==> src/hdl/rld_pkg.sv <==
// Package with the shared types and constants of the run-length line image decoder.
package rld_pkg;

    // Field widths of the coded stream and of the span results.
    localparam int unsigned COORD_W   = 12;
    localparam int unsigned CURSOR_W  = 13;
    localparam int unsigned BYTE_W    = 8;
    localparam int unsigned SKIP_W    = 17;
    localparam int unsigned CFG_IDX_W = 3;
    localparam int unsigned CFG_DATA_W = 12;

    // Register indexes of the configuration port.
    localparam logic [CFG_IDX_W-1:0] CFG_ORIGIN_X     = 3'd0;
    localparam logic [CFG_IDX_W-1:0] CFG_ORIGIN_Y     = 3'd1;
    localparam logic [CFG_IDX_W-1:0] CFG_IMAGE_WIDTH  = 3'd2;
    localparam logic [CFG_IDX_W-1:0] CFG_IMAGE_HEIGHT = 3'd3;
    localparam logic [CFG_IDX_W-1:0] CFG_CLIP_WIDTH   = 3'd4;
    localparam logic [CFG_IDX_W-1:0] CFG_CLIP_HEIGHT  = 3'd5;

    // Reset values of the clip registers.
    localparam logic [COORD_W-1:0] CLIP_WIDTH_RST  = 12'd320;
    localparam logic [COORD_W-1:0] CLIP_HEIGHT_RST = 12'd200;

    // Longest span one code byte can describe.
    localparam logic [BYTE_W-1:0] MAX_RUN = 8'd128;

    // Parser phases.
    typedef enum logic [2:0] {
        PH_IDLE = 3'd0,
        PH_HLO  = 3'd1,
        PH_HHI  = 3'd2,
        PH_SKIP = 3'd3,
        PH_CODE = 3'd4,
        PH_FILL = 3'd5,
        PH_LIT  = 3'd6,
        PH_DONE = 3'd7
    } t_phase;

    // One beat of the coded stream.
    typedef struct packed {
        logic [BYTE_W-1:0] code_byte;
        logic              start_image;
    } t_in;

    // One beat of span results.
    typedef struct packed {
        logic [COORD_W-1:0] span_x;
        logic [COORD_W-1:0] span_y;
        logic [BYTE_W-1:0]  span_length;
        logic [BYTE_W-1:0]  pixel_color;
        logic               image_done;
    } t_out;

    // Configuration register set.
    typedef struct packed {
        logic [COORD_W-1:0] origin_x;
        logic [COORD_W-1:0] origin_y;
        logic [COORD_W-1:0] image_width;
        logic [COORD_W-1:0] image_height;
        logic [COORD_W-1:0] clip_width;
        logic [COORD_W-1:0] clip_height;
    } t_cfg;

endpackage

==> src/hdl/rld_cfg.sv <==
// Configuration register file of the run-length line image decoder.
module rld_cfg
    import rld_pkg::*;
(
    input  logic                  i_clk,
    input  logic                  i_rst_n,
    input  logic                  i_cfg_we,
    input  logic [CFG_IDX_W-1:0]  i_cfg_index,
    input  logic [CFG_DATA_W-1:0] i_cfg_data,
    output t_cfg                  o_cfg
);

    t_cfg r_cfg;

    // Registers are written one at a time; unknown indexes are ignored.
    always_ff @(posedge i_clk) begin
        if (!i_rst_n) begin
            r_cfg.origin_x     <= '0;
            r_cfg.origin_y     <= '0;
            r_cfg.image_width  <= '0;
            r_cfg.image_height <= '0;
            r_cfg.clip_width   <= CLIP_WIDTH_RST;
            r_cfg.clip_height  <= CLIP_HEIGHT_RST;
        end else if (i_cfg_we) begin
            unique case (i_cfg_index)
                CFG_ORIGIN_X:     r_cfg.origin_x     <= i_cfg_data;
                CFG_ORIGIN_Y:     r_cfg.origin_y     <= i_cfg_data;
                CFG_IMAGE_WIDTH:  r_cfg.image_width  <= i_cfg_data;
                CFG_IMAGE_HEIGHT: r_cfg.image_height <= i_cfg_data;
                CFG_CLIP_WIDTH:   r_cfg.clip_width   <= i_cfg_data;
                CFG_CLIP_HEIGHT:  r_cfg.clip_height  <= i_cfg_data;
                default: ;
            endcase
        end
    end

    assign o_cfg = r_cfg;

endmodule

==> src/hdl/rld_decode.sv <==
// Parser state and per-byte decode logic of the run-length line image decoder.
module rld_decode
    import rld_pkg::*;
(
    input  logic i_clk,
    input  logic i_rst_n,
    input  logic i_fire,
    input  t_in  i_byte,
    input  t_cfg i_cfg,
    output logic o_res_valid,
    output t_out o_res
);

    // Parser state.
    t_phase               r_phase,     n_phase;
    logic [COORD_W-1:0]   r_pix_left,  n_pix_left;
    logic [CURSOR_W-1:0]  r_cursor_x,  n_cursor_x;
    logic [CURSOR_W-1:0]  r_cursor_y,  n_cursor_y;
    logic [COORD_W-1:0]   r_lines,     n_lines;
    logic [BYTE_W-1:0]    r_run,       n_run;
    logic [SKIP_W-1:0]    r_skip,      n_skip;
    logic [BYTE_W-1:0]    r_hdr_lo,    n_hdr_lo;

    always_ff @(posedge i_clk) begin
        if (!i_rst_n) begin
            r_phase    <= PH_IDLE;
            r_pix_left <= '0;
            r_cursor_x <= '0;
            r_cursor_y <= '0;
            r_lines    <= '0;
            r_run      <= '0;
            r_skip     <= '0;
            r_hdr_lo   <= '0;
        end else if (i_fire) begin
            r_phase    <= n_phase;
            r_pix_left <= n_pix_left;
            r_cursor_x <= n_cursor_x;
            r_cursor_y <= n_cursor_y;
            r_lines    <= n_lines;
            r_run      <= n_run;
            r_skip     <= n_skip;
            r_hdr_lo   <= n_hdr_lo;
        end
    end

    // Next state and span result for the byte in the input register.
    always_comb begin
        t_phase              ph;
        logic                done;
        logic [BYTE_W-1:0]   wlen;
        logic [BYTE_W-1:0]   num;
        logic [BYTE_W-1:0]   code_len;
        logic [COORD_W-1:0]  avail;
        logic                line_end;
        logic                in_clip;
        logic [COORD_W-1:0]  lines_dec;
        logic [SKIP_W-1:0]   hdr;

        n_phase    = r_phase;
        n_pix_left = r_pix_left;
        n_cursor_x = r_cursor_x;
        n_cursor_y = r_cursor_y;
        n_lines    = r_lines;
        n_run      = r_run;
        n_skip     = r_skip;
        n_hdr_lo   = r_hdr_lo;
        ph         = r_phase;
        done       = 1'b0;
        wlen       = '0;
        line_end   = 1'b0;
        num        = '0;
        avail      = '0;
        in_clip    = 1'b0;
        lines_dec  = '0;
        hdr        = '0;
        code_len   = {1'b0, i_byte.code_byte[BYTE_W-1:1]} + 8'd1;

        // A start restarts the image and, if not empty, is the first header byte.
        if (i_byte.start_image) begin
            n_lines    = i_cfg.image_height;
            n_cursor_y = {1'b0, i_cfg.origin_y};
            n_cursor_x = '0;
            n_pix_left = '0;
            n_run      = '0;
            n_skip     = '0;
            n_hdr_lo   = '0;
            if (i_cfg.image_height == '0 || i_cfg.image_width == '0) begin
                n_phase = PH_DONE;
                done    = 1'b1;
                ph      = PH_IDLE;
            end else begin
                ph = PH_HLO;
            end
        end

        unique case (ph)
            PH_HLO: begin
                n_hdr_lo = i_byte.code_byte;
                n_phase  = PH_HHI;
            end
            PH_HHI: begin
                if (n_cursor_y >= {1'b0, i_cfg.clip_height}) begin
                    hdr    = {1'b0, i_byte.code_byte, n_hdr_lo};
                    n_skip = hdr;
                    if (hdr == '0) begin
                        line_end = 1'b1;
                    end else begin
                        n_phase = PH_SKIP;
                    end
                end else begin
                    n_pix_left = i_cfg.image_width;
                    n_cursor_x = {1'b0, i_cfg.origin_x};
                    n_phase    = PH_CODE;
                end
            end
            PH_SKIP: begin
                n_skip = r_skip - 17'd1;
                if (n_skip == '0) begin
                    line_end = 1'b1;
                end
            end
            PH_CODE: begin
                // Clamp the run to what is left of the line.
                if ({4'b0, code_len} > r_pix_left) begin
                    num = r_pix_left[BYTE_W-1:0];
                end else begin
                    num = code_len;
                end
                n_pix_left = r_pix_left - {4'b0, num};
                n_run      = num;
                n_phase    = i_byte.code_byte[0] ? PH_FILL : PH_LIT;
                if (num == '0) begin
                    line_end = 1'b1;
                end
            end
            PH_FILL: begin
                in_clip = r_cursor_x < {1'b0, i_cfg.clip_width};
                if (in_clip) begin
                    // The cursor is inside the clip here, so its top bit is clear.
                    avail = i_cfg.clip_width - r_cursor_x[COORD_W-1:0];
                    if ({4'b0, r_run} < avail) begin
                        wlen = r_run;
                    end else begin
                        wlen = avail[BYTE_W-1:0];
                    end
                end
                n_cursor_x = r_cursor_x + {5'b0, r_run};
                n_run      = '0;
                if (r_pix_left == '0) begin
                    line_end = 1'b1;
                end else begin
                    n_phase = PH_CODE;
                end
            end
            PH_LIT: begin
                in_clip = r_cursor_x < {1'b0, i_cfg.clip_width};
                if (in_clip) begin
                    wlen = 8'd1;
                end
                n_cursor_x = r_cursor_x + 13'd1;
                n_run      = r_run - 8'd1;
                if (n_run == '0) begin
                    if (r_pix_left == '0) begin
                        line_end = 1'b1;
                    end else begin
                        n_phase = PH_CODE;
                    end
                end
            end
            PH_IDLE, PH_DONE: ;
            default: ;
        endcase

        // Close the line; the last one finishes the image.
        if (line_end) begin
            lines_dec  = n_lines - 12'd1;
            n_lines    = lines_dec;
            n_cursor_y = n_cursor_y + 13'd1;
            if (lines_dec == '0) begin
                n_phase = PH_DONE;
                done    = 1'b1;
            end else begin
                n_phase = PH_HLO;
            end
        end

        o_res_valid       = (wlen != '0) || done;
        o_res.span_length = wlen;
        o_res.image_done  = done;
        if (wlen != '0) begin
            o_res.span_x      = r_cursor_x[COORD_W-1:0];
            o_res.span_y      = r_cursor_y[COORD_W-1:0];
            o_res.pixel_color = i_byte.code_byte;
        end else begin
            o_res.span_x      = '0;
            o_res.span_y      = '0;
            o_res.pixel_color = '0;
        end
    end

endmodule

==> src/hdl/rle_line_image_decoder_core.sv <==
// Top level of the run-length line image decoder: input and result registers around the parser.
//
// The decoder takes one coded byte per clock and gives at most one span beat per byte; the
// byte is decoded from the input register and its beat is held in the result register. A
// full byte per cycle is sustained as long as the consumer keeps i_out_ready high; while a
// result beat waits, the byte in the input register holds and the input stalls, so at most
// one byte is buffered behind the waiting beat. Each line opens with a two-byte little-endian
// header; lines whose row is at or beyond clip_height are passed over by the byte count in
// that header, all other lines are decoded over image_width pixels. Spans are clipped to
// clip_width, and the beat that ends the last line carries image_done.
// Configuration may be written only between images.
module rle_line_image_decoder_core
    import rld_pkg::*;
(
    input  logic                  i_clk,
    input  logic                  i_rst_n,
    input  logic                  i_in_valid,
    output logic                  o_in_ready,
    input  t_in                   i_in,
    output logic                  o_out_valid,
    input  logic                  i_out_ready,
    output t_out                  o_out,
    input  logic                  i_cfg_we,
    input  logic [CFG_IDX_W-1:0]  i_cfg_index,
    input  logic [CFG_DATA_W-1:0] i_cfg_data
);

    t_cfg cfg;
    logic r_in_valid;
    t_in  r_in;
    logic r_out_valid;
    t_out r_out;
    logic fire;
    logic res_valid;
    t_out res;

    rld_cfg u_cfg (
        .i_clk       (i_clk),
        .i_rst_n     (i_rst_n),
        .i_cfg_we    (i_cfg_we),
        .i_cfg_index (i_cfg_index),
        .i_cfg_data  (i_cfg_data),
        .o_cfg       (cfg)
    );

    // The held byte is decoded once the result register has room.
    assign fire       = r_in_valid && (!r_out_valid || i_out_ready);
    assign o_in_ready = !r_in_valid || fire;

    // Input register.
    always_ff @(posedge i_clk) begin
        if (!i_rst_n) begin
            r_in_valid <= 1'b0;
        end else if (i_in_valid && o_in_ready) begin
            r_in_valid <= 1'b1;
        end else if (fire) begin
            r_in_valid <= 1'b0;
        end
    end

    always_ff @(posedge i_clk) begin
        if (i_in_valid && o_in_ready) begin
            r_in <= i_in;
        end
    end

    rld_decode u_decode (
        .i_clk       (i_clk),
        .i_rst_n     (i_rst_n),
        .i_fire      (fire),
        .i_byte      (r_in),
        .i_cfg       (cfg),
        .o_res_valid (res_valid),
        .o_res       (res)
    );

    // Result register.
    always_ff @(posedge i_clk) begin
        if (!i_rst_n) begin
            r_out_valid <= 1'b0;
        end else if (fire) begin
            r_out_valid <= res_valid;
        end else if (i_out_ready) begin
            r_out_valid <= 1'b0;
        end
    end

    always_ff @(posedge i_clk) begin
        if (fire && res_valid) begin
            r_out <= res;
        end
    end

    assign o_out_valid = r_out_valid;
    assign o_out       = r_out;

`ifndef NO_ASSERTIONS
    // A beat that writes no pixel can only be the end-of-image mark.
    a_empty_is_done: assert property (@(posedge i_clk) disable iff (!i_rst_n)
        o_out_valid && o_out.span_length == '0 |-> o_out.image_done)
        else $error("result beat without pixels and without done mark");

    // A beat without pixels carries zero coordinates and colour.
    a_empty_zeroed: assert property (@(posedge i_clk) disable iff (!i_rst_n)
        o_out_valid && o_out.span_length == '0
            |-> o_out.span_x == '0 && o_out.span_y == '0 && o_out.pixel_color == '0)
        else $error("empty result beat carries a stale payload");

    // No code byte describes more than the longest run.
    a_span_bound: assert property (@(posedge i_clk) disable iff (!i_rst_n)
        o_out_valid |-> o_out.span_length <= MAX_RUN)
        else $error("span longer than the longest run");

    // A byte that cannot be decoded stays in the input register.
    a_in_held: assert property (@(posedge i_clk) disable iff (!i_rst_n)
        r_in_valid && !fire |=> r_in_valid && $stable(r_in))
        else $error("held byte lost from the input register");
`endif

endmodule

==> config.mk <==
export PLATFORM = sky130hd
export DESIGN_NAME = rle_line_image_decoder_core
export DESIGN_NICKNAME = d
export VERILOG_FILES = /design/src/hdl/rld_pkg.sv /design/src/hdl/rld_cfg.sv /design/src/hdl/rld_decode.sv /design/src/hdl/rle_line_image_decoder_core.sv
export SDC_FILE = /design/constraint.sdc
export NUM_CORES = 1
export LEC_CHECK = 0
export ABC_AREA = 1
export ABC_CLOCK_PERIOD_IN_PS = 8350
export BUFFER_PORTS_ARGS = -buffer_cell sky130_fd_sc_hd__buf_2
export CAP_MARGIN = 20
export CORE_MARGIN = 2
export CORE_UTILIZATION = 55
export DETAILED_ROUTE_END_ITERATION = 6
export PLACE_DENSITY_LB_ADDON = 0.15
export SLEW_MARGIN = 20
export SYNTH_ARGS = -nofsm -noshare
export SYNTH_HDL_FRONTEND = slang
export SYNTH_SLANG_ARGS = --single-unit
==> constraint.sdc <==
create_clock -name i_clk -period 8.35 [get_ports i_clk]
set_input_delay 0.835 -clock i_clk [delete_from_list [all_inputs] [get_ports i_clk]]
set_output_delay 0.835 -clock i_clk [all_outputs]
set_load 0.1 [all_outputs]
==> results by group, run 1 <==
Outcome
  • Status: finished, final reports clean

Die
  • # IOs: 72
  • DIE AREA: 25400 sq um
  • Starting Density: 56.3%
  • Die Span Y: 159 um
  • Core Region: 23500 sq um
  • Row count: 56
  • Die Wd: 159 um

Critical path
  • CP delay by family, top: buffers and inverters
  • RR Startpoint: r_in[0]
  • Worst Path Arrival: 5.68 ns
  • Critical path cell sequence: buf_4, inv_1, buf_4, or2_2, o21ai_0, inv_1, ha_1, nand4_1, o211ai_1, nand3_1, nand3_1, nand2_1, nand2_1, nor2_1, nand2_2, nand3_1, nand2_1, inv_1, nand3_1, nand2_1, inv_2
  • Crit path buf inv count: 6
  • Crit-path slowest cell: inv_2
  • Crit Path Category: reg2reg
  • CP Data Required Time: 8.51 ns
  • Crit path from: r_in[0]
  • Critical Path Source Type: register
  • CP max FO: 52
  • Crit. End Element: register
  • Worst R2R Setup Slack: 2.83 ns
  • Max stage delay on crit path: 0.78 ns

Run
  • Max_cap viols: 0

Timing
  • RSZ-0062 raised after global routing: false
  • Minimum clock period: 5.52 ns
  • Worst-Margin Slew: 1.01 ns
  • Slew Viols, Final: 0
  • Layout Skew: 0.0193 ns
  • Final hold vios: 0
  • Fmax: 181 MHz
  • Max_slew headroom: 32.0%
  • # setup viols final: 0
  • Period utilisation layout: 66.1%
  • Setup TNS: 0 ns

Yosys
  • Unique masters post-synth: 53
  • Ys flop type: dfxtp_1
  • Post-synth top area cell: dfxtp_1
  • Total nets after synthesis: 2007
  • Cells after Synth: 1907
  • Register bit total from synthesis: 210
  • Cell area after synthesis: 13300 sq um
  • Yosys warning count: 0
  • Seq/Total Area, Yosys: 35.5%
  • Most common cell in the synthesized netlist: nand2_1
  • Most frequent cells after synthesis: 354 x nand2_1, 256 x inv_1, 237 x nor2_1
  • Synthesized area per cell: 6.95 sq um
  • Area share of the largest cell type after synthesis: 24.2%
  • EDFF count, synth: 50
  • Main area contributors after synthesis: dfxtp_1 24%, edfxtp_1 11%, nand2_1 10%
  • Synth async-reset ratio: 0%

Route
  • Routed Antenna Nets: 0
  • DRT Wirelength: 38.2 mm
  • DR iter-0 viols: 1462
  • DR vias: 13000
  • DRC: 0
  • First-pass DRT Iterations: 6
  • Vias/cell: 5.72
  • WL/cell: 16.8 um

Power and ir drop
  • Sequential share of power: 39.6%
  • Switching power total: 915 uW
  • P_int: 1.93 mW
  • P per Cell Area: 195 nW/um^2
  • Switching part of the total power: 32.2%
  • Max rail drop VDD: 0.000156 V
  • Clock power share: 39.2%
  • Comb pwr share: 21.2%
  • Leakage: 6.72 nW

GRT
  • Largest net degree at the start of global routing: 85
  • Number of global-route vias before repair: 11800
  • First-pass GRT wire length: 61.2 mm
  • Initial antenna violation count: 0
  • Total grt overflow: 0
  • Gr usage total: 29.3%

Min path
  • Hold WC Path Type: reg2reg
  • Hold path startpoint: u_decode.r_hdr_lo[0]

CTS
  • CTS Buf Count: 24
  • CTS tree: yes
  • CTS Hold Bufs: 0
  • Max H-tree Level: 1
  • Worst skew pair latency: 0.55 ns
  • Clk pin slew, worst setup/hold paths: 0.06 ns
  • Post-CTS Setup Bufs: 0
  • Clock buffer depth: 3
  • Post-CTS Resized: 0
  • Root Buffer: clkbuf_16
  • # clock sinks: 210

Layout
  • Nets: 2036
  • Fin area: 14600 sq um
  • Fill cell count: 2232
  • Final Non-Filler Cells: 2273
  • Area Growth Syn to Fin: 9.87%
  • Final core utilization: 61.9%
  • Antenna Cells: 0
  • Layout cells sized above 1: 9.31%

Place
  • Gp weighted congestion: 0.957
  • Placed Area: 13700 sq um
  • PortBufs: 71
  • DP Wirelength: 27.3 mm
  • DP Cell Count: 2229
==> final timing paths <==
| kind | endpoint | cells past startpoint |
|---|---|---|
| hold / removal | u_decode.r_hdr_lo[0] | 2 |
| hold reg to reg | u_decode.r_hdr_lo[0] | 2 |
| setup reg to reg | o_out[31] | 21 |
| setup / recovery | o_out[31] | 21 |
==> registers in the layout, indices dropped and copies added, names as in the netlist, 3 cells and up <==
signal               flops
r_in                     9
o_out                   41
u_cfg.o_cfg             72
u_decode.r_pix_left     12
u_decode.r_hdr_lo        8
u_decode.r_phase         3
u_decode.r_run           8
u_decode.r_lines        12
u_decode.r_cursor_y     13
u_decode.r_cursor_x     13
u_decode.r_skip         17
==> cells by family after synthesis <==
family	after synthesis	share of synthesized area (%)
AOI/OAI and AO/OA	429	18.3
xor gates and xnor gates	37	2.44
adders and majority gates	71	6.87
buffers and inverters	339	10.1
DFF	210	35.5
muxes	1	0.0755
and+or+nand+nor	820	26.7
==> through the flow <==
stage	setup WS [ns]	power (mW)	hold WS, ns
CTS	2.89	2.84	0.464
detailed placement	2.89	1.73	0.454
floorplan	4.25	1.59	0.435
finish	2.83	2.84	0.466
global placement	2.96	1.72	0.451
global route	2.30	2.97	0.463
==> power groups by stage <==
stage          Combinational [mW]  Clock, mW  Sequential, mW
2_1_floorplan               0.422          0            1.17
3_3_place_gp                0.579          0            1.15
3_5_place_dp                0.589          0            1.15
4_1_cts                     0.594       1.12            1.12
5_1_grt                     0.676       1.16            1.13
6_report                    0.604       1.11            1.13
==> tightest hold or removal path: cells and delay by family (launching register included) <==
family,cells,cell delay (ns)
compound gates,1,0.05
flops,1,0.31
simple gates,1,0.06
==> final cells by class <==
type | count | area [sq um] | share of cell area (%)
multi-input cells | 1358 | 7220 | 49.6
flip-flops and latches | 210 | 4700 | 32.3
inverters | 262 | 988 | 6.79
clock buffers | 27 | 622 | 4.27
repair buffers | 80 | 423 | 2.90
well taps | 319 | 399 | 2.74
clock inverters | 17 | 209 | 1.43
==> layer usage <==
layer	vias to the layer above	part of all wire, %	global-route usage [%]
li1	6403	-	-
met1	5984	45	41.3
met2	557	45	46.7
met3	61	8.5	4.53
met4	0	2.3	8.18
met5	-	0	0
==> placed cells by master, fill, tap and decap left out, types with 13 or more instances in the layout <==
cell type / instances
a21oi_1: 140
nand4_1: 34
nor2_1: 237
o211ai_1: 25
xor2_1: 29
clkbuf_16: 24
o21ai_0: 177
or2_2: 20
nor2_2: 13
a31oi_1: 19
ha_1: 68
edfxtp_1: 50
nand3_1: 122
nand2_1: 353
buf_2: 71
inv_1: 254
a221oi_1: 15
dfxtp_1: 160
Note: power is estimated with default switching activity, not from simulation.
==> inputs of run 2 (changes only) <==
--- a/config.mk
+++ b/config.mk
@@ -5,8 +5,8 @@
 export SDC_FILE = /design/constraint.sdc
 export NUM_CORES = 1
 export LEC_CHECK = 0
-export ABC_AREA = 1
-export ABC_CLOCK_PERIOD_IN_PS = 8350
+export ABC_AREA = 0
+export ABC_CLOCK_PERIOD_IN_PS = 4850
 export BUFFER_PORTS_ARGS = -buffer_cell sky130_fd_sc_hd__buf_2
 export CAP_MARGIN = 20
 export CORE_MARGIN = 2
==> constraint.sdc (replaced) <==
create_clock -name i_clk -period 4.85 [get_ports i_clk]
set_input_delay 0.485 -clock i_clk [delete_from_list [all_inputs] [get_ports i_clk]]
set_output_delay 0.485 -clock i_clk [all_outputs]
set_load 0.1 [all_outputs]
==> run 2 against run 1 <==
Critical path depth up 2. Total power up 54%. Non-clock buffer count increased by 53. Area after synthesis decreased by 3.1%. Synthesized cell count decreased by 16%. Die area is 3.0% lower. Final cell count shrank 12%. Maximum frequency grew 17%. Clock-buffer cell count increased by 12. Clock skew down 0.010 ns. Largest cell class unchanged. Highest routed layer unchanged.
==> results by group, run 2 <==
Outcome
  • Status: finished, final reports clean

Timing
  • # setup viols final: 0
  • Worst-Margin Slew: 0.990 ns
  • Final hold vios: 0
  • Setup TNS: 0 ns
  • Max_slew headroom: 33.7%
  • Fmax: 213 MHz
  • Layout Skew: 0.00910 ns
  • Slew Viols, Final: 0
  • Minimum clock period: 4.70 ns
  • Period utilisation layout: 96.9%

CTS
  • CTS Buf Count: 24
  • Clk pin slew, worst setup/hold paths: 0.06 ns
  • CTS Hold Bufs: 0
  • # clock sinks: 210
  • Root Buffer: clkbuf_16
  • CTS tree: yes
  • Max H-tree Level: 1
  • Clock buffer depth: 3
  • Worst skew pair latency: 0.52 ns

GRT
  • Number of global-route vias before repair: 11100
  • Gr usage total: 30.1%
  • Initial antenna violation count: 0
  • Total grt overflow: 0
  • First-pass GRT wire length: 59.2 mm
  • Largest net degree at the start of global routing: 68

Layout
  • Final core utilization: 64.1%
  • Nets: 1770
  • Max reg flops: 72
  • Final Non-Filler Cells: 2001
  • Area Growth Syn to Fin: 13.7%
  • Commonest non-fill, non-tap cell in the layout: nand2_1
  • Fin area: 14600 sq um
  • Layout cells sized above 1: 13.3%
  • Antenna Cells: 0
  • Most frequent cells in the layout: 209 x nand2_1, 162 x nor2_1, 160 x dfxtp_1, 155 x a21oi_1, 84 x inv_1

Yosys
  • Compound-Gate Fraction of Synth Area: 20.3%
  • Cells after Synth: 1602
  • Main area contributors after synthesis: dfxtp_1 25%, edfxtp_1 12%, ha_1 6.6%
  • Synth Area in Simple Gates: 24.3%
  • Synth async-reset ratio: 0%
  • Most common cell in the synthesized netlist: nand2_1
  • Yosys warning count: 0
  • Cell area after synthesis: 12900 sq um
  • XOR/XNOR share of the synthesized area: 3.13%
  • Main combinational cell family by area after synthesis: simple AND/OR/NAND/NOR gates
  • Post-Synth Adder-Cell Area: 7.48%
  • Ys flop type: dfxtp_1
  • Area share of the largest cell type after synthesis: 24.9%
  • Register bit total from synthesis: 210
  • Total nets after synthesis: 1702
  • Most frequent cells after synthesis: 209 x nand2_1, 164 x nor2_1, 160 x dfxtp_1
  • Post-synth top area cell: dfxtp_1
  • Seq/Total Area, Yosys: 36.6%
  • Mux share of post-synthesis cell area: 2.84%
  • Synthesized area per cell: 8.02 sq um
  • Unique masters post-synth: 77
  • EDFF count, synth: 50

Critical path
  • RR Startpoint: r_in[3]
  • CP delay by family, top: compound AO/OA/AOI/OAI gates
  • Crit-path slowest cell: edfxtp_1
  • Worst R2R Setup Slack: 0.15 ns
  • Critical Path Most Common Cell: ha_1
  • CP max FO: 4
  • CP Data Required Time: 5.24 ns
  • Worst reg2reg path depth: 23
  • Worst R2R End: u_decode.r_pix_left[6]
  • Max stage delay on crit path: 0.40 ns
  • Critical Path Source Type: register
  • Worst Path Arrival: 5.09 ns
  • Critical path cell sequence: ha_1, nand3_2, nor2_4, xnor2_2, inv_1, ha_1, nand2_1, o21ai_0, or2_2, o211ai_1, nor2_1, a21oi_1, ha_1, inv_1, fa_1, o21ai_1, maj3_2, a22oi_2, o31ai_2, a22oi_2, xnor2_1, a222oi_1, a211oi_1
  • Crit. End Element: register
  • Crit path buf inv count: 2
  • Crit Path Category: reg2reg

Die
  • Row count: 55
  • Core Region: 22800 sq um
  • Die Wd: 157 um
  • DIE AREA: 24600 sq um
  • Starting Density: 56.4%
  • # IOs: 72
  • Die Span Y: 157 um

Route
  • Routed Antenna Nets: 0
  • WL/cell: 18.8 um
  • DR vias: 12200
  • Vias/cell: 6.08
  • DRT Wirelength: 37.7 mm
  • First-pass DRT Iterations: 5
  • DR iter-0 viols: 938
  • DRC: 0

Place
  • DP Wirelength: 26.2 mm
  • Placed Area: 13700 sq um
  • PortBufs: 71
  • Gp weighted congestion: 0.927
  • DP Cell Count: 1948

Power and ir drop
  • P per Cell Area: 300 nW/um^2
  • Max rail drop VDD: 0.000321 V
  • Leakage: 5.45 nW
  • Total power: 4.39 mW

Run
  • Max_cap viols: 0

Min path
  • Hold WC Path Type: in2reg
  • Hold depth: 1
  • Hold path startpoint: i_in[0]
  • WHS Endpoint: r_in[0]
## run 2: cell count changes in the layout (fill, tap and decap cells not counted), moves of 39 or more
cell	before	now
inv_1	254	84
nand2_1	353	209
o21ai_0	177	67
nor2_1	237	162
nand3_1	122	58
buf_4	9	59
nor2b_1	0	39
## run 2: through the flow
step / worst slack [ns] / hold slack (ns)
CTS: 0.0123 / 0.130
global placement: 0.198 / 0.441
finish: 0.153 / 0.142
floorplan: 0.00537 / 0.433
detailed placement: 0.0207 / 0.447
global route: -0.0982 / 0.130
## run 2: kinds of logic after synthesis
family,Yosys count
AND/OR/NAND/NOR,648
AO/OA/AOI/OAI,411
multiplexers,35
adder cells (fa/ha/maj),76
buffers and inverters,177
flip-flops,210
XOR/XNOR,45
## run 2: cell type report
type | count | area (sq um)
clock buffers | 39 | 759
repair buffers | 133 | 843
inverters | 86 | 324
clock inverters | 5 | 30.0
multi-input cells | 1215 | 7550
well taps | 313 | 392
fillers | 2043 | 8170
flip-flops and latches | 210 | 4700
## run 2: worst register-to-register path, cell delays in order, from the launching register on
cell and delay (ns):
edfxtp_1 0.40, ha_1 0.22, nand3_2 0.15, nor2_4 0.16
xnor2_2 0.14, inv_1 0.06, ha_1 0.29, nand2_1 0.06
o21ai_0 0.12, or2_2 0.32, o211ai_1 0.26, nor2_1 0.07
a21oi_1 0.18, ha_1 0.17, inv_1 0.06, fa_1 0.37
o21ai_1 0.16, maj3_2 0.23, a22oi_2 0.08, o31ai_2 0.34
a22oi_2 0.15, xnor2_1 0.16, a222oi_1 0.34, a211oi_1 0.08
## run 2: how the worst max path moves through the flow
stage	start	to	slack [ns]	cells after the start
3_5_place_dp	r_in[2]	u_decode.r_pix_left[6]	0.02	23
5_1_grt	r_in[2]	u_decode.r_pix_left[6]	-0.1	23
3_3_place_gp	r_in[5]	u_decode.r_pix_left[6]	0.20	22
2_1_floorplan	r_in[5]	u_decode.r_pix_left[6]	0.005	24
4_1_cts	r_in[2]	u_decode.r_pix_left[6]	0.01	23
6_report	r_in[3]	u_decode.r_pix_left[6]	0.15	23
## run 2: power breakdown
group          internal (mW)  total [mW]  switching [mW]  leakage [nW]
Sequential              1.83        1.88          0.0469          1.78
Clock                   1.07        1.80           0.732         0.392
Combinational          0.247       0.711           0.464          3.28
Total                   3.15        4.39            1.24          5.45
## run 2: per-layer routing
metal	global-route usage [%]	vias to the layer above	wire [um]	share of wire, %
met3	4.93	72	3110	8.2
met5	0	-	0	0
met4	8.91	0	972	2.6
li1	-	5866	-	-
met1	42.2	5727	16500	44
met2	47.9	503	17100	45
## run 2: repair_timing
| action | CTS | global route |
|---|---|---|
| buffers inserted | 1 | 8 |
| resized for setup | 0 | 13 |
| pin swaps | 1 | 6 |
| setup endpoints to repair | 1 | 6 |
